<file path="config.mk">
export PLATFORM = sky130hd
export DESIGN_NAME = bhpq_cell
export DESIGN_NICKNAME = d
export VERILOG_FILES = /design/src/rtl/bhpq_pkg.sv /design/src/rtl/bhpq_cell.sv
export SDC_FILE = /design/constraint.sdc
export NUM_CORES = 1
export LEC_CHECK = 0
export BUFFER_PORTS_ARGS = -buffer_cell sky130_fd_sc_hd__buf_2
export CELL_PAD_IN_SITES_DETAIL_PLACEMENT = 1
export CELL_PAD_IN_SITES_GLOBAL_PLACEMENT = 1
export CORE_UTILIZATION = 29
export DETAILED_ROUTE_END_ITERATION = 8
export PLACE_DENSITY_LB_ADDON = 0.25
export SLEW_MARGIN = 20
export SYNTH_ARGS = -nofsm -noshare
export SYNTH_HDL_FRONTEND = slang
export SYNTH_SLANG_ARGS = --single-unit
</file>
<file path="constraint.sdc">
create_clock -name clk -period 4.4 [get_ports clk]
set_input_delay 0.88 -clock clk [delete_from_list [all_inputs] [get_ports clk]]
set_output_delay 0.88 -clock clk [all_outputs]
set_load 0.005 [all_outputs]
</file>
<file path="src/rtl/bhpq_pkg.sv">
// Shared types, codes and sizing for the binary min-heap priority queue core.
`timescale 1ns / 1ps
package bhpq_pkg;

  localparam int CAPACITY      = 64;
  localparam int CNT_W         = $clog2(CAPACITY + 1);
  localparam int KEY_W         = 32;
  localparam int ENTRY_COUNT_W = 7;
  localparam int STATUS_W      = 2;
  localparam int OUT_DATA_W    = 40;

  typedef logic signed [KEY_W-1:0] key_t;
  typedef logic [CNT_W-1:0]        cnt_t;

  typedef enum logic {
    CMD_PUSH = 1'b0,
    CMD_POP  = 1'b1
  } cmd_t;

  typedef enum logic [STATUS_W-1:0] {
    ST_DONE  = 2'd0,
    ST_FULL  = 2'd1,
    ST_EMPTY = 2'd2
  } status_t;

  // Broadcast from the controller to every cell of the row.
  typedef struct packed {
    logic push;
    logic pop;
    key_t key;
  } cell_ctl_t;

endpackage

</file>
<file path="src/rtl/bhpq_cell.sv">
// One cell of the sorted key row: holds one key, shifts in from either neighbor.
`timescale 1ns / 1ps
module bhpq_cell import bhpq_pkg::*; (
  input  logic      clk,
  input  cell_ctl_t ctl,
  input  logic      occ,        // cell holds a live key
  input  logic      left_gt,    // left neighbor's key is above the pushed key
  input  key_t      left_key,
  input  key_t      right_key,
  output logic      self_gt,    // own key is above the pushed key (or cell is free)
  output key_t      key_r
);

  key_t key_nxt;

  assign self_gt = !occ || (key_r > ctl.key);

  always_comb begin
    key_nxt = key_r;
    if (ctl.push) begin
      // Make room: the pushed key lands at the first cell that is free or whose key exceeds it.
      if (left_gt) begin
        key_nxt = left_key;
      end else if (self_gt) begin
        key_nxt = ctl.key;
      end
    end else if (ctl.pop) begin
      key_nxt = right_key;
    end
  end

  always_ff @(posedge clk) begin
    key_r <= key_nxt;
  end

endmodule

</file>
==> flow_summary.rst, run 1 <==
.. list-table::
   :header-rows: 1

   * - Metric
     - Value
   * - Top register by number of flip-flops
     - key_r
   * - Critical Path Start Type
     - input pin
   * - Yosys top cell area share
     - 0.382
   * - Slew Limit Fails
     - 0
   * - Data arrival, critical path
     - 2.72 ns
   * - Worst-case vdd ir drop
     - 0.182 mV
   * - Outcome
     - complete, no violations
   * - Count of final hold-check violations
     - 0
   * - Final-stage net count
     - 534
   * - Detailed-routing iteration count for the pre-antenna-repair pass
     - 4
   * - Share of post-route cells with drive strength above 1
     - 0.366
   * - Placement Setup Slack
     - roughly 0.67 ns
   * - Routed Antenna Nets
     - 0
   * - Initial Util
     - 0.303
   * - Data required time at the worst endpoint
     - 3.52 ns
   * - Register bit total from synthesis
     - 32
   * - First-pass GRT wire length
     - between 10000 and 15000 um
   * - Mean number of vias per cell
     - 4.74
   * - Violation count after the first detailed-routing iteration
     - 40
   * - Register-to-Register Setup Slack
     - 1.29 ns
   * - Top area cells in the synthesized netlist
     - sky130_fd_sc_hd__edfxtp_1 38%, sky130_fd_sc_hd__ha_1 16%, sky130_fd_sc_hd__mux2i_1 13%
   * - Final wirelength
     - between 7000 and 8000 um
   * - Fraction of the core area covered by cells at the end of the flow
     - 0.411
   * - Most used routing layer in global routing
     - met2
   * - Fraction of met1 tracks used by global routing
     - 0.206
   * - Area of all placed cells without fillers
     - 3410 sq um
   * - Number of antenna violations at the first check in global routing
     - 0
   * - Yosys warnings
     - 0
   * - CORE AREA
     - between 8000 and 9000 sq um
   * - Share of the synthesized area in compound gates (AO/OA/AOI/OAI)
     - 0.127
   * - Synth area leader
     - sky130_fd_sc_hd__edfxtp_1
   * - H-tree level count
     - 2
   * - Final global-route overflow total
     - 0
   * - Biggest registers after layout
     - key_r (32)
   * - DIE WIDTH
     - between 90 and 100 um
   * - Fin crit period
     - 3.60 ns
   * - Synthesized Nets
     - 402
   * - Total setup buffers inserted after CTS
     - 0
   * - Slew at the pin with the worst max-slew slack
     - between 0.7 and 0.8 ns
   * - Netlist Area Pre-Place
     - 2510 sq um
   * - Top cells by count, synth
     - 46 x sky130_fd_sc_hd__a21oi_1, 35 x sky130_fd_sc_hd__inv_1, 34 x sky130_fd_sc_hd__nor2_1
   * - Drt wl/cell
     - 14.2 um
   * - Crit Path Class
     - in -> out
   * - Most common cell in the netlist
     - sky130_fd_sc_hd__a21oi_1
   * - Synthesized area per cell
     - 9.35 sq um
   * - Number of setup violations in the final report
     - 0
   * - Post-cts repair resize count
     - 0
   * - CTS tree
     - built
   * - Setup slack after layout
     - 0.799 ns
   * - Crit share post-route
     - 0.819
   * - Clock transition time at the flip-flop clock pins of the worst setup and hold paths
     - 0.07 ns
   * - Antenna Cells
     - 0
   * - Proportion of synthesized chip area in sequential cells
     - 0.382
   * - Via count of the first global-routing pass
     - 2434
   * - Final Non-Filler Cells
     - 507
   * - Dominant register cell in the synthesized netlist
     - sky130_fd_sc_hd__edfxtp_1
   * - Total clock buffers created by CTS
     - 5
   * - Skew-Pair Late Insertion Delay
     - 0.28 ns
   * - Num rows
     - 33
   * - Largest fanout on the critical path
     - 3
   * - Register Area
     - 961 sq um
   * - Combinational family with the most area after synthesis
     - adder cells
   * - DP Wirelength
     - 6020 um
   * - Endpoint class of the critical path
     - output pin
   * - Fmax
     - 0.278 GHz
   * - Pin count of the biggest net entering global routing
     - 66
   * - Met2 usage in global routing
     - 0.291
   * - # fillers
     - 1015
   * - Port Buffers
     - about 130
   * - Synth Area in XOR/XNOR
     - 0
   * - Adder-cell share of the synthesized area
     - 0.159
   * - Number of distinct library cells after synthesis
     - 26
   * - Met3 track utilization from global routing
     - 0.0383
   * - Hold-fix buffers, CTS
     - 0
   * - Type of the tightest min-delay check
     - in -> reg
   * - Post-Place Cell Area
     - 3300 sq um
   * - Max-Slew Margin vs Limit
     - 0.487
   * - Pwr Density
     - 279 nW/um^2
   * - Total Die Area
     - 9050 sq um
   * - Number of remaining DRC errors
     - 0
   * - Gp weighted congestion
     - 0.754
   * - Number of instances in the placed design
     - between 400 and 500
   * - Post-Syn Instances
     - 269
   * - Final setup TNS
     - 0 ns
   * - Reported max-cap violation count
     - 0
   * - Share of async-settable or async-resettable flops after synthesis
     - 0
   * - Chip height
     - 95.1 um
   * - Fraction of the mapped netlist area in simple logic gates
     - 0.134
   * - Longest Clk Path Bufs
     - 2
   * - Multiplexer fraction of the synthesized cell area
     - 0.127
   * - Area taken by multi-input logic gates
     - ~1400 sq um
   * - CTS Root Buffer Type
     - sky130_fd_sc_hd__clkbuf_8
   * - Vias
     - 2404
   * - Number of flip-flops under the largest register name
     - 32
   * - Leakage power
     - 1.74 nW
   * - Count of flip-flops with a built-in enable after synthesis
     - 32
   * - RSZ-0062 raised after global routing
     - false
   * - TritonCTS Sinks
     - 32
   * - Overall global routing resource usage
     - 0.165
   * - Final worst clock skew
     - 0.00461 ns
   * - Area growth from synthesis to final layout
     - 35.5%
   * - Number of top-level pins
     - 134
[layout make-up]
cell class	count	share of cell area
Inverter	35	0.0385
Clock inverter	2	0.0103
Multi-Input combinational cell	191	0.407
Timing Repair Buffer	136	0.202
Sequential cell	32	0.282
Tap cell	105	0.0385
Clock buffer	6	0.0213
[worst max-delay path, cell delays in order]
cell	delay (ns)
sky130_fd_sc_hd__buf_2	0.09
sky130_fd_sc_hd__inv_1	0.04
sky130_fd_sc_hd__ha_1	0.32
sky130_fd_sc_hd__a21oi_1	0.14
sky130_fd_sc_hd__o21ai_0	0.12
sky130_fd_sc_hd__a211oi_1	0.37
sky130_fd_sc_hd__and3_1	0.24
sky130_fd_sc_hd__o21ai_0	0.08
sky130_fd_sc_hd__o21ai_0	0.26
sky130_fd_sc_hd__buf_2	0.18
[path summary, 6_finish.rpt]
kind                 startpoint   endpoint  cells past startpoint
setup / recovery        ctl[23]    self_gt                     10
hold / removal    right_key[25]  key_r[25]                      3
setup reg to reg      key_r[27]  key_r[21]                      7
hold reg to reg       key_r[31]  key_r[14]                      5
[placed cells by master (no fill, tap or decap), types with 7 or more instances in the layout]
master                     instances
sky130_fd_sc_hd__nand4_1           8
sky130_fd_sc_hd__ha_1             32
sky130_fd_sc_hd__nor2_1           34
sky130_fd_sc_hd__edfxtp_1         32
sky130_fd_sc_hd__a21oi_1          46
sky130_fd_sc_hd__inv_1            35
sky130_fd_sc_hd__o21ai_0           7
sky130_fd_sc_hd__nand2_1           9
sky130_fd_sc_hd__mux2i_1          32
sky130_fd_sc_hd__buf_2           133
[per-stage QoR]
step / total power, W / hold WS [ns]
floorplan: 0.000551 / 1.11
global placement: 0.000673 / 1.20
detailed placement: 0.000684 / 1.21
CTS: 0.000966 / 0.910
global route: 0.00102 / 0.918
finish: 0.000951 / 0.913
[kinds of logic after synthesis]
family | Yosys count
buffers and inverters | 46
adder cells (fa/ha/maj) | 32
AO/OA/AOI/OAI | 60
multiplexers | 32
AND/OR/NAND/NOR | 67
flip-flops | 32
[per-layer routing]
| metal | vias to the layer above | routed length, um |
|---|---|---|
| met5 | - | 0 |
| met1 | 1100 | 3230 |
| met4 | 0 | 50 |
| li1 | 1229 | - |
| met3 | 4 | 443 |
| met2 | 71 | 3490 |
[power by group]
| part | switching (W) | internal [W] | total [W] |
|---|---|---|---|
| sequential | 0.0000185 | 0.000379 | 0.000397 |
| clock | 0.000113 | 0.000168 | 0.000281 |
| combinational | 0.000146 | 0.000128 | 0.000274 |
Power figures use the tool's default switching activity.
==> run 2: changes to the inputs <==
Settings changed: CORE_UTILIZATION 29 to 32.
Clock period 4.4 ns to 3.4 ns, I/O delays scaled along.
==> flow_summary.rst, run 2 (synthesized netlist as in run 1, its figures left out) <==
.. list-table::
   :header-rows: 1

   * - Metric
     - Value
   * - Max-Slew Margin vs Limit
     - 0.419
   * - Area growth from synthesis to final layout
     - 38.0%
   * - First-pass GRT wire length
     - 12100 um
   * - Leakage power
     - 1.78 nW
   * - Num rows
     - 31
   * - Vias
     - 2470
   * - Violation count after the first detailed-routing iteration
     - 87
   * - Number of flip-flops under the largest register name
     - 32
   * - Worst-case vdd ir drop
     - roughly 0.18 mV
   * - Biggest registers after layout
     - key_r (32)
   * - Data arrival, critical path
     - 2.42 ns
   * - DP Wirelength
     - about 5900 um
   * - Number of setup violations in the final report
     - 0
   * - Largest fanout on the critical path
     - 2
   * - Number of instances in the placed design
     - 501
   * - Clock transition time at the flip-flop clock pins of the worst setup and hold paths
     - ~0.070 ns
   * - Count of final hold-check violations
     - 0
   * - Combinational fraction of design power
     - 0.297
   * - Port Buffers
     - ~130
   * - Number of cell instances on the worst register-to-register path
     - 8
   * - Antenna Cells
     - 0
   * - H-tree level count
     - 2
   * - Total clock buffers created by CTS
     - 5
   * - Routed Antenna Nets
     - 0
   * - TritonCTS Sinks
     - 32
   * - Pwr Density
     - 357 nW/um^2
   * - Chip height
     - about 90 um
   * - Number of remaining DRC errors
     - 0
   * - Drt wl/cell
     - 14.1 um
   * - Final wirelength
     - 7210 um
   * - Most frequent cells in the layout
     - 133 x sky130_fd_sc_hd__buf_2, 46 x sky130_fd_sc_hd__a21oi_1, 35 x sky130_fd_sc_hd__inv_1
   * - CORE AREA
     - 7410 sq um
   * - Overall global routing resource usage
     - 0.186
   * - Final global-route overflow total
     - 0
   * - Beginning of the worst register-to-register path
     - key_r[7]
   * - Switching share of total power
     - 0.290
   * - Number of antenna violations at the first check in global routing
     - 0
   * - CTS tree
     - built
   * - Slew at the pin with the worst max-slew slack
     - approximately 0.85 ns
   * - Crit share post-route
     - 0.912
   * - CTS Root Buffer Type
     - sky130_fd_sc_hd__clkbuf_8
   * - Data required time at the worst endpoint
     - 2.72 ns
   * - Cell breakdown of the critical path
     - buf_2 -> inv_1 -> ha_1 -> a21oi_1 -> o21ai_0 -> a211oi_1 -> buf_4 -> nand4_1 -> a211oi_1 -> o21ai_0 -> buf_2
   * - Highest-delay cell along the critical path
     - sky130_fd_sc_hd__ha_1
   * - Slew Limit Fails
     - 0
   * - Endpoint class of the critical path
     - output pin
   * - Detailed-routing iteration count for the pre-antenna-repair pass
     - 4
   * - Final worst clock skew
     - 0.00500 ns
   * - DIE WIDTH
     - 90.7 um
   * - Largest stage delay, worst path
     - 0.30 ns
   * - Switching power
     - 0.000360 W
   * - Initial Util
     - 0.339
   * - Longest Clk Path Bufs
     - 2
   * - Type of the tightest min-delay check
     - in -> reg
   * - Crit Path Class
     - in -> out
   * - Share of post-route cells with drive strength above 1
     - 0.377
   * - Fraction of the core area covered by cells at the end of the flow
     - 0.469
   * - RSZ-0062 raised after global routing
     - false
   * - Most common cell after layout, fill and taps aside
     - sky130_fd_sc_hd__buf_2
   * - Critical path destination
     - self_gt
   * - Outcome
     - complete, no violations
   * - Mean number of vias per cell
     - 4.84
   * - Total power draw
     - 0.00124 W
   * - Top register by number of flip-flops
     - key_r
   * - Number of top-level pins
     - 134
   * - Skew-Pair Late Insertion Delay
     - 0.29 ns
   * - Critical Path Start Type
     - input pin
   * - RR Endpoint
     - key_r[29]
   * - Hold-fix buffers, CTS
     - 0
   * - Fmax
     - 0.323 GHz
   * - Fin crit period
     - between 3 and 4 ns
   * - Gp weighted congestion
     - 0.763
   * - Final Non-Filler Cells
     - 510
   * - Post-cts repair resize count
     - 0
   * - Total setup buffers inserted after CTS
     - 0
   * - Total Die Area
     - roughly 8200 sq um
   * - Pin count of the biggest net entering global routing
     - 65
   * - Via count of the first global-routing pass
     - 2584
   * - Int Power
     - 0.000880 W
   * - Register-to-Register Setup Slack
     - between 0.4 and 0.5 ns
   * - Final setup TNS
     - 0 ns
   * - Reported max-cap violation count
     - 0
   * - Relative contribution of the clock network to total power
     - 0.289
   * - Share of power burned in registers
     - 0.414
   * - Critical path launch point
     - ctl[21]
   * - Final-stage net count
     - 543
run 2: power by group through the flow:
stage / Clock (W) / Combinational, W / Sequential (W)
6_report: 0.000359 / 0.000369 / 0.000513
5_1_grt: 0.000382 / 0.000423 / 0.000519
4_1_cts: 0.000369 / 0.000375 / 0.000515
3_5_place_dp: 0 / 0.000373 / 0.000523
3_3_place_gp: 0 / 0.000359 / 0.000520
2_1_floorplan: 0 / 0.000191 / 0.000523
run 2: layout make-up:
class	count	area [sq um]
Timing Repair Buffer	145	759
Multi-Input combinational cell	191	1390
Fill cell	910	3940
Inverter	35	131
Sequential cell	32	961
Clock inverter	3	37.5
Clock buffer	5	68.8
Tap cell	99	124
run 2: worst min-delay path by stage:
stage | from | to | depth (start not counted)
2_1_floorplan | right_key[30] | key_r[30] | 2
3_3_place_gp | right_key[0] | key_r[0] | 3
3_5_place_dp | right_key[7] | key_r[7] | 3
4_1_cts | right_key[27] | key_r[27] | 3
5_1_grt | right_key[7] | key_r[7] | 3
6_report | right_key[7] | key_r[7] | 3
run 2: stage by stage:
step                      setup WS (ns)  hold slack, ns  instance area, sq um
after detailed placement         -0.369            1.01                  3350
after floorplan                   0.256           0.906                  2530
after global routing              0.117           0.726                  3470
after CTS                        0.0130           0.700                  3460
after global placement           -0.266            1.00                  3350
final                             0.299           0.705                  3470
run 2: worst max-delay path: cells and delay by family:
kind	cells	cell delay, ns
buffers and inverters	4	0.44
AOI/OAI and AO/OA	5	0.91
and+or+nand+nor	1	0.09
adders and majority gates	1	0.30
run 2: per-layer routing:
metal  share of wire  up-vias  track usage
li1                -     1248            -
met1            0.43     1139        0.224
met2            0.50       73        0.328
met3           0.050       10       0.0320
met4           0.017        0       0.0726
met5               0        -            0
